**config.mk**
```make
export PLATFORM = sky130hd
export DESIGN_NAME = manowar_julia_escape_iteration
export DESIGN_NICKNAME = d
export VERILOG_FILES = /design/src/rtl/core/mjei_pkg.sv /design/src/rtl/core/mjei_mul.sv /design/src/rtl/core/mjei_core.sv /design/src/rtl/core/manowar_julia_escape_iteration.sv
export VERILOG_INCLUDE_DIRS = /design/src /design/src/rtl/core
export SDC_FILE = /design/constraint.sdc
export NUM_CORES = 2
export LEC_CHECK = 0
export BUFFER_PORTS_ARGS = -buffer_cell sky130_fd_sc_hd__buf_2
export CAP_MARGIN = 20
export CORE_MARGIN = 2
export CORE_UTILIZATION = 70
export DETAILED_ROUTE_END_ITERATION = 8
export HOLD_SLACK_MARGIN = 0.15
export PLACE_DENSITY = 0.88
export SLEW_MARGIN = 0
export SYNTH_ARGS = -nofsm -noshare
export SYNTH_HDL_FRONTEND = slang
export SYNTH_SLANG_ARGS = --single-unit
```
**constraint.sdc**
```tcl
create_clock -name i_clk -period 15.95 [get_ports i_clk]
set_clock_uncertainty 0.1 [all_clocks]
set_input_delay 1.595 -clock i_clk [delete_from_list [all_inputs] [get_ports i_clk]]
set_output_delay 1.595 -clock i_clk [all_outputs]
set_load 0.05 [all_outputs]
```
**src/rtl/core/manowar_julia_escape_iteration_assert.svh**
```systemverilog
// assertion macros for the manowar julia escape iteration block
// no dependencies; each macro compiles to nothing when ASSERT_OFF is defined
`ifndef MANOWAR_JULIA_ESCAPE_ITERATION_ASSERT_SVH
`define MANOWAR_JULIA_ESCAPE_ITERATION_ASSERT_SVH

`ifndef ASSERT_OFF
// same-cycle implication, held off while reset is low
`define MJEI_ASSERT_NOW(label, clk, rst_n, ante, cons) \
    label: assert property (@(posedge clk) disable iff (!(rst_n)) (ante) |-> (cons)) \
        else $error("assertion failed: same-cycle implication");
// next-cycle implication, held off while reset is low
`define MJEI_ASSERT_NEXT(label, clk, rst_n, ante, cons) \
    label: assert property (@(posedge clk) disable iff (!(rst_n)) (ante) |=> (cons)) \
        else $error("assertion failed: next-cycle implication");
`else
`define MJEI_ASSERT_NOW(label, clk, rst_n, ante, cons)
`define MJEI_ASSERT_NEXT(label, clk, rst_n, ante, cons)
`endif

`endif

```
**src/rtl/core/mjei_pkg.sv**
```systemverilog
// shared types, constants and fixed-point helpers for the julia escape block
// no dependencies
`default_nettype none

package mjei_pkg;

    localparam int WORD_BITS  = 32;
    localparam int FRAC_BITS  = 27;
    localparam int COUNT_BITS = 16;
    localparam int COLOR_BITS = COUNT_BITS + 1;
    localparam int PAL_BITS   = 16;

    localparam int IN_DATA_BITS  = ((2 * WORD_BITS + 7) / 8) * 8;
    localparam int OUT_DATA_BITS = ((COUNT_BITS + COLOR_BITS + 7) / 8) * 8;

    localparam int CFG_ADDR_BITS = 3;
    localparam int CFG_DATA_BITS = WORD_BITS;

    localparam logic [CFG_ADDR_BITS-1:0] REG_CONST_RE   = 3'd0;
    localparam logic [CFG_ADDR_BITS-1:0] REG_CONST_IM   = 3'd1;
    localparam logic [CFG_ADDR_BITS-1:0] REG_MAX_ITER   = 3'd2;
    localparam logic [CFG_ADDR_BITS-1:0] REG_COLOR_MODE = 3'd3;
    localparam logic [CFG_ADDR_BITS-1:0] REG_PAL_SIZE   = 3'd4;

    localparam logic [COUNT_BITS-1:0] MAX_ITER_RST = COUNT_BITS'(256);
    localparam logic [PAL_BITS-1:0]   PAL_SIZE_RST = PAL_BITS'(256);

    localparam logic signed [WORD_BITS-1:0] WMAX = {1'b0, {(WORD_BITS-1){1'b1}}};
    localparam logic signed [WORD_BITS-1:0] WMIN = {1'b1, {(WORD_BITS-1){1'b0}}};

    // escape threshold 4.0 in the fixed-point format, one bit wider than a word
    localparam logic [WORD_BITS:0] FOUR_Q = (WORD_BITS+1)'(1) << (FRAC_BITS + 2);

    typedef logic signed [WORD_BITS-1:0]   t_word;
    typedef logic signed [2*WORD_BITS-1:0] t_dword;

    typedef struct packed {
        t_word                 const_re;
        t_word                 const_im;
        logic [COUNT_BITS-1:0] max_iter;
    } t_core_cfg;

    typedef struct packed {
        logic [COUNT_BITS-1:0] count;
        logic                  no_escape;
        t_word                 zr;
        t_word                 zi;
    } t_core_res;

    // clamp a double-width value to the word range
    function automatic t_word sat_word(input t_dword v);
        logic [WORD_BITS:0] upper;
        upper = v[2*WORD_BITS-1:WORD_BITS-1];
        if ((&upper) || !(|upper)) begin
            return v[WORD_BITS-1:0];
        end
        return v[2*WORD_BITS-1] ? WMIN : WMAX;
    endfunction

    // saturating word add
    function automatic t_word sat_add(input t_word a, input t_word b);
        logic [WORD_BITS:0] sum;
        sum = {a[WORD_BITS-1], a} + {b[WORD_BITS-1], b};
        if (sum[WORD_BITS] != sum[WORD_BITS-1]) begin
            return sum[WORD_BITS] ? WMIN : WMAX;
        end
        return sum[WORD_BITS-1:0];
    endfunction

endpackage

`default_nettype wire

```
**src/rtl/core/mjei_mul.sv**
```systemverilog
// shared signed word multiplier with a registered full-width product
// depends on mjei_pkg
`default_nettype none

module mjei_mul
    import mjei_pkg::*;
(
    input  wire logic i_clk,
    input  wire t_word i_a,
    input  wire t_word i_b,
    output t_dword    o_prod
);

    t_dword r_prod;

    always_ff @(posedge i_clk) begin
        r_prod <= t_dword'(i_a) * t_dword'(i_b);
    end

    assign o_prod = r_prod;

endmodule

`default_nettype wire

```
**src/rtl/core/mjei_core.sv**
```systemverilog
// iteration sequencer: runs z' = z^2 + k + z_prev on the shared multiplier
// depends on mjei_pkg and mjei_mul
`default_nettype none

module mjei_core
    import mjei_pkg::*;
(
    input  wire logic      i_clk,
    input  wire logic      i_rst_n,
    input  wire logic      i_start,
    input  wire t_word     i_point_re,
    input  wire t_word     i_point_im,
    input  wire t_core_cfg i_cfg,
    output logic           o_idle,
    output logic           o_res_valid,
    input  wire logic      i_res_ready,
    output t_core_res      o_res
);

    localparam logic [2:0] S_IDLE  = 3'd0;
    localparam logic [2:0] S_SQ_RE = 3'd1;
    localparam logic [2:0] S_SQ_IM = 3'd2;
    localparam logic [2:0] S_CROSS = 3'd3;
    localparam logic [2:0] S_UPD   = 3'd4;
    localparam logic [2:0] S_DONE  = 3'd5;

    logic [2:0]            r_state;
    logic [2:0]            n_state;
    t_word                 r_zr;
    t_word                 r_zi;
    t_word                 r_pr;
    t_word                 r_pi;
    t_word                 r_r2;
    t_word                 r_i2;
    logic [COUNT_BITS-1:0] r_n;
    logic                  r_inside;

    t_word  w_mul_a;
    t_word  w_mul_b;
    t_dword w_prod;
    t_word  w_sq;
    t_word  w_cross;
    t_word  w_nr;
    t_word  w_ni;
    logic   w_escape;
    logic   w_at_limit;

    // operand select for the shared multiplier
    always_comb begin
        unique case (r_state)
            S_SQ_IM: begin
                w_mul_a = r_zi;
                w_mul_b = r_zi;
            end
            S_CROSS: begin
                w_mul_a = r_zr;
                w_mul_b = r_zi;
            end
            default: begin
                w_mul_a = r_zr;
                w_mul_b = r_zr;
            end
        endcase
    end

    mjei_mul u_mul (
        .i_clk  (i_clk),
        .i_a    (w_mul_a),
        .i_b    (w_mul_b),
        .o_prod (w_prod)
    );

    // product arrives in the cycle after its operands
    assign w_sq       = sat_word(w_prod >>> FRAC_BITS);
    assign w_cross    = sat_word(w_prod >>> (FRAC_BITS - 1));
    assign w_escape   = ({1'b0, r_r2} + {1'b0, r_i2}) > FOUR_Q;
    assign w_ni       = sat_add(sat_add(w_cross, i_cfg.const_im), r_pi);
    assign w_nr       = sat_add(sat_add(r_r2 - r_i2, i_cfg.const_re), r_pr);
    assign w_at_limit = (r_n == i_cfg.max_iter);

    always_comb begin
        n_state = r_state;
        unique case (r_state)
            S_IDLE:  if (i_start) n_state = S_SQ_RE;
            S_SQ_RE: n_state = w_at_limit ? S_DONE : S_SQ_IM;
            S_SQ_IM: n_state = S_CROSS;
            S_CROSS: n_state = S_UPD;
            S_UPD:   n_state = w_escape ? S_DONE : S_SQ_RE;
            S_DONE:  if (i_res_ready) n_state = S_IDLE;
            default: n_state = S_IDLE;
        endcase
    end

    always_ff @(posedge i_clk) begin
        if (!i_rst_n) begin
            r_state <= S_IDLE;
        end else begin
            r_state <= n_state;
        end
    end

    always_ff @(posedge i_clk) begin
        unique case (r_state)
            S_IDLE: begin
                if (i_start) begin
                    r_zr     <= i_point_re;
                    r_zi     <= i_point_im;
                    r_pr     <= i_point_re;
                    r_pi     <= i_point_im;
                    r_n      <= '0;
                    r_inside <= 1'b1;
                end
            end
            S_SQ_IM: r_r2 <= w_sq;
            S_CROSS: r_i2 <= w_sq;
            S_UPD: begin
                if (w_escape) begin
                    r_inside <= 1'b0;
                end else begin
                    r_pr <= r_zr;
                    r_pi <= r_zi;
                    r_zr <= w_nr;
                    r_zi <= w_ni;
                    r_n  <= r_n + COUNT_BITS'(1);
                end
            end
            default: ;
        endcase
    end

    assign o_idle      = (r_state == S_IDLE);
    assign o_res_valid = (r_state == S_DONE);
    assign o_res       = '{count: r_n, no_escape: r_inside, zr: r_zr, zi: r_zi};

endmodule

`default_nettype wire

```
**src/rtl/core/manowar_julia_escape_iteration.sv**
```systemverilog
// channel   | dir | tdata (low bit up)                    | tuser
// s (point) | in  | point_re, point_im                    | -
// m (res)   | out | iteration_count, color, zero pad      | inside_res
// cfg       | in  | write enable, register index, data    | -
//
// one iteration steps through the states S_SQ_RE, S_SQ_IM, S_CROSS and S_UPD
// on the one shared multiplier
// reset is synchronous, active low; configuration returns to k = 0, limit 256,
// escape-time mode and palette 256
// the input side is ready only while the sequencer is idle; a finished beat
// waits in the output register and does not hold up taking the next point
// depends on mjei_pkg, mjei_mul and mjei_core
`default_nettype none

module manowar_julia_escape_iteration
    import mjei_pkg::*;
(
    input  wire logic                     i_clk,
    input  wire logic                     i_rst_n,
    // point_re [31:0], point_im [63:32]
    input  wire logic [IN_DATA_BITS-1:0]  i_s_tdata,
    input  wire logic                     i_s_tvalid,
    output logic                          o_s_tready,
    // iteration_count [15:0], color [32:16], zeros above
    output logic [OUT_DATA_BITS-1:0]      o_m_tdata,
    // inside_res [0]
    output logic                          o_m_tuser,
    output logic                          o_m_tvalid,
    input  wire logic                     i_m_tready,
    input  wire logic                     i_cfg_we,
    input  wire logic [CFG_ADDR_BITS-1:0] i_cfg_addr,
    input  wire logic [CFG_DATA_BITS-1:0] i_cfg_data
);

`include "manowar_julia_escape_iteration_assert.svh"

    t_word                 r_const_re;
    t_word                 r_const_im;
    logic [COUNT_BITS-1:0] r_max_iter;
    logic                  r_color_mode;
    logic [PAL_BITS-1:0]   r_pal_size;

    always_ff @(posedge i_clk) begin
        if (!i_rst_n) begin
            r_const_re   <= '0;
            r_const_im   <= '0;
            r_max_iter   <= MAX_ITER_RST;
            r_color_mode <= 1'b0;
            r_pal_size   <= PAL_SIZE_RST;
        end else if (i_cfg_we) begin
            unique case (i_cfg_addr)
                REG_CONST_RE:   r_const_re   <= i_cfg_data[WORD_BITS-1:0];
                REG_CONST_IM:   r_const_im   <= i_cfg_data[WORD_BITS-1:0];
                REG_MAX_ITER:   r_max_iter   <= i_cfg_data[COUNT_BITS-1:0];
                REG_COLOR_MODE: r_color_mode <= i_cfg_data[0];
                REG_PAL_SIZE:   r_pal_size   <= i_cfg_data[PAL_BITS-1:0];
                default: ;
            endcase
        end
    end

    t_core_cfg w_cfg;
    t_core_res w_res;
    logic      w_idle;
    logic      w_res_valid;
    logic      w_res_ready;
    logic      w_start;

    assign w_cfg = '{const_re: r_const_re, const_im: r_const_im, max_iter: r_max_iter};

    assign o_s_tready = w_idle;
    assign w_start    = i_s_tvalid && w_idle;

    mjei_core u_core (
        .i_clk       (i_clk),
        .i_rst_n     (i_rst_n),
        .i_start     (w_start),
        .i_point_re  (i_s_tdata[WORD_BITS-1:0]),
        .i_point_im  (i_s_tdata[2*WORD_BITS-1:WORD_BITS]),
        .i_cfg       (w_cfg),
        .o_idle      (w_idle),
        .o_res_valid (w_res_valid),
        .i_res_ready (w_res_ready),
        .o_res       (w_res)
    );

    // quadrant offset of the final z for escape-angle colouring
    logic                  w_re_pos;
    logic                  w_im_pos;
    logic                  w_im_neg;
    logic [PAL_BITS+1:0]   w_pal3;
    logic [PAL_BITS-1:0]   w_offset;
    logic [COLOR_BITS-1:0] w_color;

    assign w_re_pos = !w_res.zr[WORD_BITS-1] && (|w_res.zr);
    assign w_im_pos = !w_res.zi[WORD_BITS-1] && (|w_res.zi);
    assign w_im_neg = w_res.zi[WORD_BITS-1];
    assign w_pal3   = (PAL_BITS+2)'(r_pal_size) * (PAL_BITS+2)'(3);

    always_comb begin
        if (w_re_pos && w_im_pos) begin
            w_offset = PAL_BITS'(1);
        end else if (!w_re_pos && w_im_pos) begin
            w_offset = {2'b00, r_pal_size[PAL_BITS-1:2]};
        end else if (!w_re_pos && w_im_neg) begin
            w_offset = {1'b0, r_pal_size[PAL_BITS-1:1]};
        end else begin
            w_offset = w_pal3[PAL_BITS+1:2];
        end
        w_color = COLOR_BITS'(w_res.count);
        if (r_color_mode) begin
            w_color = COLOR_BITS'(w_res.count) + COLOR_BITS'(w_offset);
        end
    end

    // output register
    logic                  r_out_valid;
    logic [COUNT_BITS-1:0] r_count;
    logic                  r_inside;
    logic [COLOR_BITS-1:0] r_color;

    assign w_res_ready = !r_out_valid || i_m_tready;

    always_ff @(posedge i_clk) begin
        if (!i_rst_n) begin
            r_out_valid <= 1'b0;
        end else if (w_res_ready) begin
            r_out_valid <= w_res_valid;
        end
    end

    always_ff @(posedge i_clk) begin
        if (w_res_ready && w_res_valid) begin
            r_count  <= w_res.count;
            r_inside <= w_res.no_escape;
            r_color  <= w_color;
        end
    end

    assign o_m_tvalid = r_out_valid;
    assign o_m_tuser  = r_inside;
    assign o_m_tdata  = OUT_DATA_BITS'({r_color, r_count});

    // the sequencer never takes a point while it holds a finished one
    `MJEI_ASSERT_NOW(a_start_not_done, i_clk, i_rst_n, w_start, !w_res_valid)
    // a taken point closes the input side on the next cycle
    `MJEI_ASSERT_NEXT(a_busy_after_start, i_clk, i_rst_n, w_start, !o_s_tready)
    // an inside beat has run to the full limit
    `MJEI_ASSERT_NOW(a_inside_at_limit, i_clk, i_rst_n, r_out_valid && r_inside,
        r_count == r_max_iter)
    // escape-time colour is the count itself
    `MJEI_ASSERT_NOW(a_time_color, i_clk, i_rst_n, r_out_valid && !r_color_mode,
        r_color == COLOR_BITS'(r_count))

endmodule

`default_nettype wire
```
Word-level counts from Yosys, hierarchy flattened
Index checks and enable logic that the tools add are counted.
{"block": "op_classes", "addsub": 8, "n_mul": 2, "magnitude_cmp": 1, "eq_ne": 18, "muxes": 50, "n_reduce_logical": 34}
{"operator": "$mux W32", "count": 25}
{"operator": "$pmux W32 S2", "count": 4}
{"operator": "$add A32 B32 Y33", "count": 5}
{"operator": "$mux W16", "count": 6}
{"operator": "$mul A32 B32 Y64", "count": 1}
{"operator": "$reduce_or A32 Y1", "count": 2}
{"operator": "$gt A33 B30 Y1 const B", "count": 1}
{"operator": "$pmux W16 S2", "count": 1}
{"operator": "$sub A32 B32 Y32", "count": 1}
{"operator": "$mul A16 B2 Y18 const B", "count": 1}
{"operator": "$pmux W3 S6", "count": 1}
{"operator": "$add A16 B16 Y17", "count": 1}
{"operator": "$add A16 B1 Y16 const B", "count": 1}
{"operator": "$eq A16 B16 Y1", "count": 1}
{"operator": "$eq A3 B2 Y1 const B", "count": 4}
{"operator": "$mux W3", "count": 4}
{"operator": "$reduce_and A2 Y1", "count": 6}
{"operator": "$eq A3 B3 Y1 const B", "count": 3}
{"operator": "$mux W1", "count": 8}
{"operator": "$logic_and A1 B1 Y1", "count": 7}
{"operator": "$reduce_and A7 Y1", "count": 1}
{"operator": "$reduce_or A7 Y1", "count": 1}
{"operator": "$eq A3 B1 Y1 const B", "count": 2}
{"operator": "$logic_not A1 Y1", "count": 6}
{"operator": "11 further kinds", "count": 20}
{"block": "word_totals", "regBits": 408, "input_bits": 104, "output_inout_bits": 43, "word_cells": 133}

Logic depth before layout (Yosys ltp)
{"block": "depth", "depth_word": 15, "depth_mapped": 41, "depth_no_buf": 38}

Modules after synthesis
Synthesis repeated with hierarchy kept, for this count alone.
{"block": "unflattened", "hier_cells": 7146, "hier_area_um2": 65028.6}
{"module": "mjei_mul", "n_inst": 1, "cells_each": 3933, "area_each_um2": 37438.4, "seq_area_each_um2": 1281.2}
{"module": "mjei_core", "n_inst": 1, "cells_each": 2413, "area_each_um2": 20604.8, "seq_area_each_um2": 6336.1}
{"module": "manowar_julia_escape_iteration", "n_inst": 1, "cells_each": 800, "area_each_um2": 6985.4, "seq_area_each_um2": 2982.9}

Worst setup path after synthesis
Ideal clock, no wire load.
{"block": "synth_path", "path_type": "reg-to-reg", "from": "reg u_core.r_state[2]", "to": "reg u_core.u_mul.r_prod[63], in the netlist u_core.u_mul.o_prod[63]", "setup_time_ns": 0.127, "arrival_ns": 9.452, "t_required_ns": 15.723, "slack_ns": 6.270, "stages_incl_launch_ff": 31, "path_buffers": 4, "synth_period_minus_slack_ns": 9.680, "cell_sequence": "dfxtp_1 -> nor3b_2 -> clkbuf_1 -> buf_1 -> mux2i_1 -> clkbuf_1 -> nor2_1 -> ha_1 -> fa_1 -> fa_1 -> inv_1 -> fa_1 -> inv_1 -> fa_1 -> fa_1 -> inv_1 -> fa_1 -> inv_1 -> fa_1 -> ha_1 -> clkbuf_1 -> a21o_1 -> a21o_1 -> a21oi_1 -> o211ai_1 -> nand3_1 -> nand2_1 -> a21o_1 -> a21oi_1 -> o41ai_1 -> xnor2_1"}
{"block": "synth_via", "elab_chain_len": 4, "elab_cells_between_ends": 6, "cone_classes": "mul: 1; eq/ne: 2; mux: 2; reduce/logical: 1"}
{"item": "from (decl)", "line_no": "mjei_core.sv:27", "source": "logic [2:0] r_state;"}
{"item": "from (signal assigned)", "line_no": "mjei_core.sv:98", "source": "r_state <= n_state;"}
{"item": "$eq A3 B2 Y1", "line_no": "mjei_core.sv:50", "source": "unique case (r_state)"}
{"item": "$reduce_or A2 Y1 (no line)"}
{"item": "$mux W32", "line_no": "mjei_core.sv:50"}
{"item": "$mul A32 B32 Y64 *", "line_no": "mjei_mul.sv:17", "source": "r_prod <= t_dword'(i_a) * t_dword'(i_b);"}
{"item": "to (signal assigned)", "line_no": "mjei_mul.sv:17"}
{"item": "to (decl)", "line_no": "mjei_mul.sv:14", "source": "t_dword r_prod;"}
Every way passes the cells marked *; elsewhere a longest branch is shown, timed or not.
A chain may end at the register's enable or synchronous reset.

Worst setup path in the final report
{"block": "layout_path", "from": "reg u_core.r_state[1]", "to": "reg u_core.u_mul.r_prod[63], in the netlist u_core.u_mul.o_prod[63]"}
Same word-level chain as after synthesis.

==> qor.log <==
qor: floorplanning.standard_cell_rows 108
qor: grt.largest_net_degree_at_the_start_of_global_routing 102
qor: layout.nets 8,438
qor: hold_path.hold_path.class reg2reg
qor: critical_path.arrival 11.69 ns
qor: critical_path.crit_fanout 59
qor: routing.initialDrtViolationCount 6,708
qor: layout.proportion_of_layout_cells_with_a_drive_suffix_above_1 6.65%
qor: timing.final.min_clock_period 11.29 ns
qor: grt.grt_antenna_before_repair 9
qor: clock_tree.cts_num_sinks 382
qor: routing.totalWireLength 205,000 um
qor: timing.final-hold-violation-count 0
qor: routing.final_antenna_net_count 0
qor: logic_synthesis.dominantRegCellSynth sky130_fd_sc_hd__edfxtp_1
qor: placed_design.place.port_buffers 139
qor: clock_tree.cts-htree-levels 2
qor: critical_path.regToRegStartpoint u_core.r_state[1]
qor: logic_synthesis.yosysMostFrequentCell sky130_fd_sc_hd__fa_1
qor: grt.grt.overflow.total 0
qor: timing.drv_slew 0
qor: clock_tree.post_cts.repair.setup_buffers 0
qor: hold_path.hp-start r_const_re[27]
qor: clock_tree.postCtsResizedCells 0
qor: timing.timing_worst_slew_pin_value 1.21 ns
qor: grt.grt_first_pass_wirelength 310,000 um
qor: timing.fin_tns_setup 0 ns
qor: layout.finalCoreUtilization 74.9%
qor: floorplanning.chipHeight 301 um
qor: logic_synthesis.yosysWarningCount 0
qor: logic_synthesis.ys_top_cells_by_area sky130_fd_sc_hd__fa_1, sky130_fd_sc_hd__edfxtp_1, sky130_fd_sc_hd__ha_1
qor: floorplanning.overall_die_area 90,700 um2
qor: critical_path.reg2reg_to u_core.u_mul.o_prod[63]
qor: logic_synthesis.synth.cell_area 61,800 um2
qor: critical_path.setup.worst_path.start_class flip-flop
qor: clock_tree.clock_tree_from_tritoncts built
qor: placed_design.detailed_place_hpwl 157,000 um
qor: flow_run.cap_viol_max_count 0
qor: logic_synthesis.synth_commonest_cells sky130_fd_sc_hd__fa_1, sky130_fd_sc_hd__inv_1, sky130_fd_sc_hd__nand2_1
qor: routing.drc 1
qor: hold_path.worst_hold_path.endpoint r_const_re[27]
qor: timing.rsz_0062_raised_after_global_routing false
qor: layout.area_growth 5.62%
qor: clock_tree.cts_root_buffer_type sky130_fd_sc_hd__clkbuf_16
qor: timing.max-slew-margin-rel 17.6%
qor: logic_synthesis.count_of_flip_flops_with_a_built_in_enable_after_synthesis 243
qor: timing.fin_worst_hold_slack 0.371 ns
qor: timing.period_share 70.8%
qor: routing.routed-via-count 52,500
qor: routing.drtPass1Iterations 9
qor: logic_synthesis.postSynthRegisterBits 382
qor: logic_synthesis.syn_area_per_cell 9.03 um2
qor: grt.grtUsageTotal 45.7%
qor: critical_path.max_stage_delay 1.00 ns
qor: placed_design.finalWeightedCongestion 1.04
qor: clock_tree.cts_buffer_depth 3
qor: floorplanning.io_pins 147
qor: layout.final_cell_count_without_fillers 8,033
qor: routing.drt-vias-per-instance 6.54
qor: floorplanning.initial_core_util 70.9%
qor: clock_tree.clkSlewWorstSetupHoldPaths 0.06 ns
qor: clock_tree.clk-insertion-delay-late 0.59 ns
qor: logic_synthesis.synth.top_cell.area_share 35.3%
qor: floorplanning.width_of_the_die 301 um
qor: floorplanning.core-area 87,200 um2
qor: status.status finished with violations
qor: critical_path.setup.worst_path.end_class flip-flop
qor: critical_path.required 16.35 ns
qor: critical_path.critical_path.slowest_cell sky130_fd_sc_hd__mux2i_2
qor: critical_path.setup.worst_path.class reg2reg
qor: clock_tree.hold_buffers 0
qor: logic_synthesis.synthDominantAreaCellType sky130_fd_sc_hd__fa_1
qor: status.violated_checks DRC
qor: critical_path.timing.reg2reg.setup_slack 4.66 ns
qor: critical_path.worstRegToRegCells 28
qor: grt.vias_in_the_first_global_route 54,000
qor: critical_path.worst_setup_path_startpoint u_core.r_state[1]
qor: logic_synthesis.ys_seq_area_share 16.3%
qor: timing.finalSetupViolCount 0
qor: clock_tree.tritoncts.num_buffers 41
qor: critical_path.worst_path_most_repeated_cell sky130_fd_sc_hd__fa_1
qor: placed_design.placed_instances 7,950
qor: logic_synthesis.synth_cell_types 94
qor: logic_synthesis.share_of_flip_flops_with_an_asynchronous_set_or_reset 0%
qor: routing.drt-wirelength-per-cell 25.5 um
qor: timing.fmax_achieved 0.0886 GHz
qor: hold_path.hold-path-cell-count 2
qor: logic_synthesis.syn-instance-count 6,846
==> cell usage in the layout, fill, tap and decap left out, types with 175 or more instances in the layout <==
master | netlist | final
sky130_fd_sc_hd__o21ai_0 | 217 | 216
sky130_fd_sc_hd__fa_1 | 1089 | 1089
sky130_fd_sc_hd__ha_1 | 404 | 404
sky130_fd_sc_hd__inv_1 | 1087 | 1086
sky130_fd_sc_hd__nand2_1 | 976 | 976
sky130_fd_sc_hd__nor2_1 | 750 | 747
sky130_fd_sc_hd__a21o_1 | 175 | 175
sky130_fd_sc_hd__a21oi_1 | 292 | 292
sky130_fd_sc_hd__edfxtp_1 | 243 | 243
==> worst max path at each step <==
stage,endpoint,slack [ns],cells after the start
floorplan,u_core.u_mul.o_prod[63],6.27,30
global route,u_core.u_mul.o_prod[63],4.41,28
detailed placement,u_core.u_mul.o_prod[63],5.02,28
CTS,u_core.u_mul.o_prod[63],5.00,28
global placement,u_core.u_mul.o_prod[63],5.21,28
finish,u_core.u_mul.o_prod[63],4.66,28
==> worst max-delay path: cells and delay by family, from the launching register on <==
kind | cells | cell delay [ns]
fa+ha+maj | 9 | 4.45
buf+inv | 5 | 1.89
compound gates | 6 | 1.89
simple gates | 6 | 1.16
mux | 1 | 1.00
flops | 1 | 0.52
xor+xnor | 1 | 0.17
==> layout make-up <==
class	instances	area (um2)
Sequential cell	382	10100
Multi-Input combinational cell	5090	46800
Timing Repair Buffer	237	1440
Fill cell	6101	21900
Tap cell	1155	1450
Inverter	1089	4090
Clock buffer	52	1190
Clock inverter	24	294
Antenna cell	4	10.0
==> stage by stage <==
step           setup WS [ns]  cell area [um2]
2_1_floorplan           6.27            61900
3_3_place_gp            5.21            63800
3_5_place_dp            5.02            63800
4_1_cts                 5.00            65300
5_1_grt                 4.41            65300
6_report                4.66            65300
==> state kept, by name, indices dropped and copies added, names as in the netlist, 17 cells and up <==
| signal | flops |
|---|---|
| u_core.u_mul.o_prod | 38 |
| r_const_im | 32 |
| u_core.r_pi | 32 |
| u_core.r_i2 | 32 |
| r_const_re | 32 |
| u_core.r_zr | 32 |
| u_core.r_r2 | 32 |
| u_core.r_zi | 32 |
| r_color | 17 |
| u_core.r_pr | 32 |
==> kinds of logic (layout without fill, tap and decap cells) <==
| family | count (synthesis) | in the layout | synth area share [%] |
|---|---|---|---|
| AND/OR/NAND/NOR | 2101 | 2101 | 14.2 |
| adder cells (fa/ha/maj) | 1509 | 1509 | 43.7 |
| buffers and inverters | 1380 | 1402 | 8.49 |
| AO/OA/AOI/OAI | 1107 | 1107 | 11.6 |
| flip-flops | 382 | 382 | 16.3 |
| XOR/XNOR | 224 | 224 | 3.19 |
| multiplexers | 142 | 142 | 2.44 |
| other | 1 | 11 | 0.00607 |
==> per-layer routing <==
metal	track usage, %	vias to the layer above	share of wire [%]
met1	55.7	25400	33
met5	0.370	-	0.12
met2	68.6	4054	43
met3	16.0	1198	15
li1	-	21900	-
met4	31.4	14	9.0
Power is left out: the tool's default activity adds up to more than one toggle a clock period on the data nets, which glitch-free logic cannot reach.
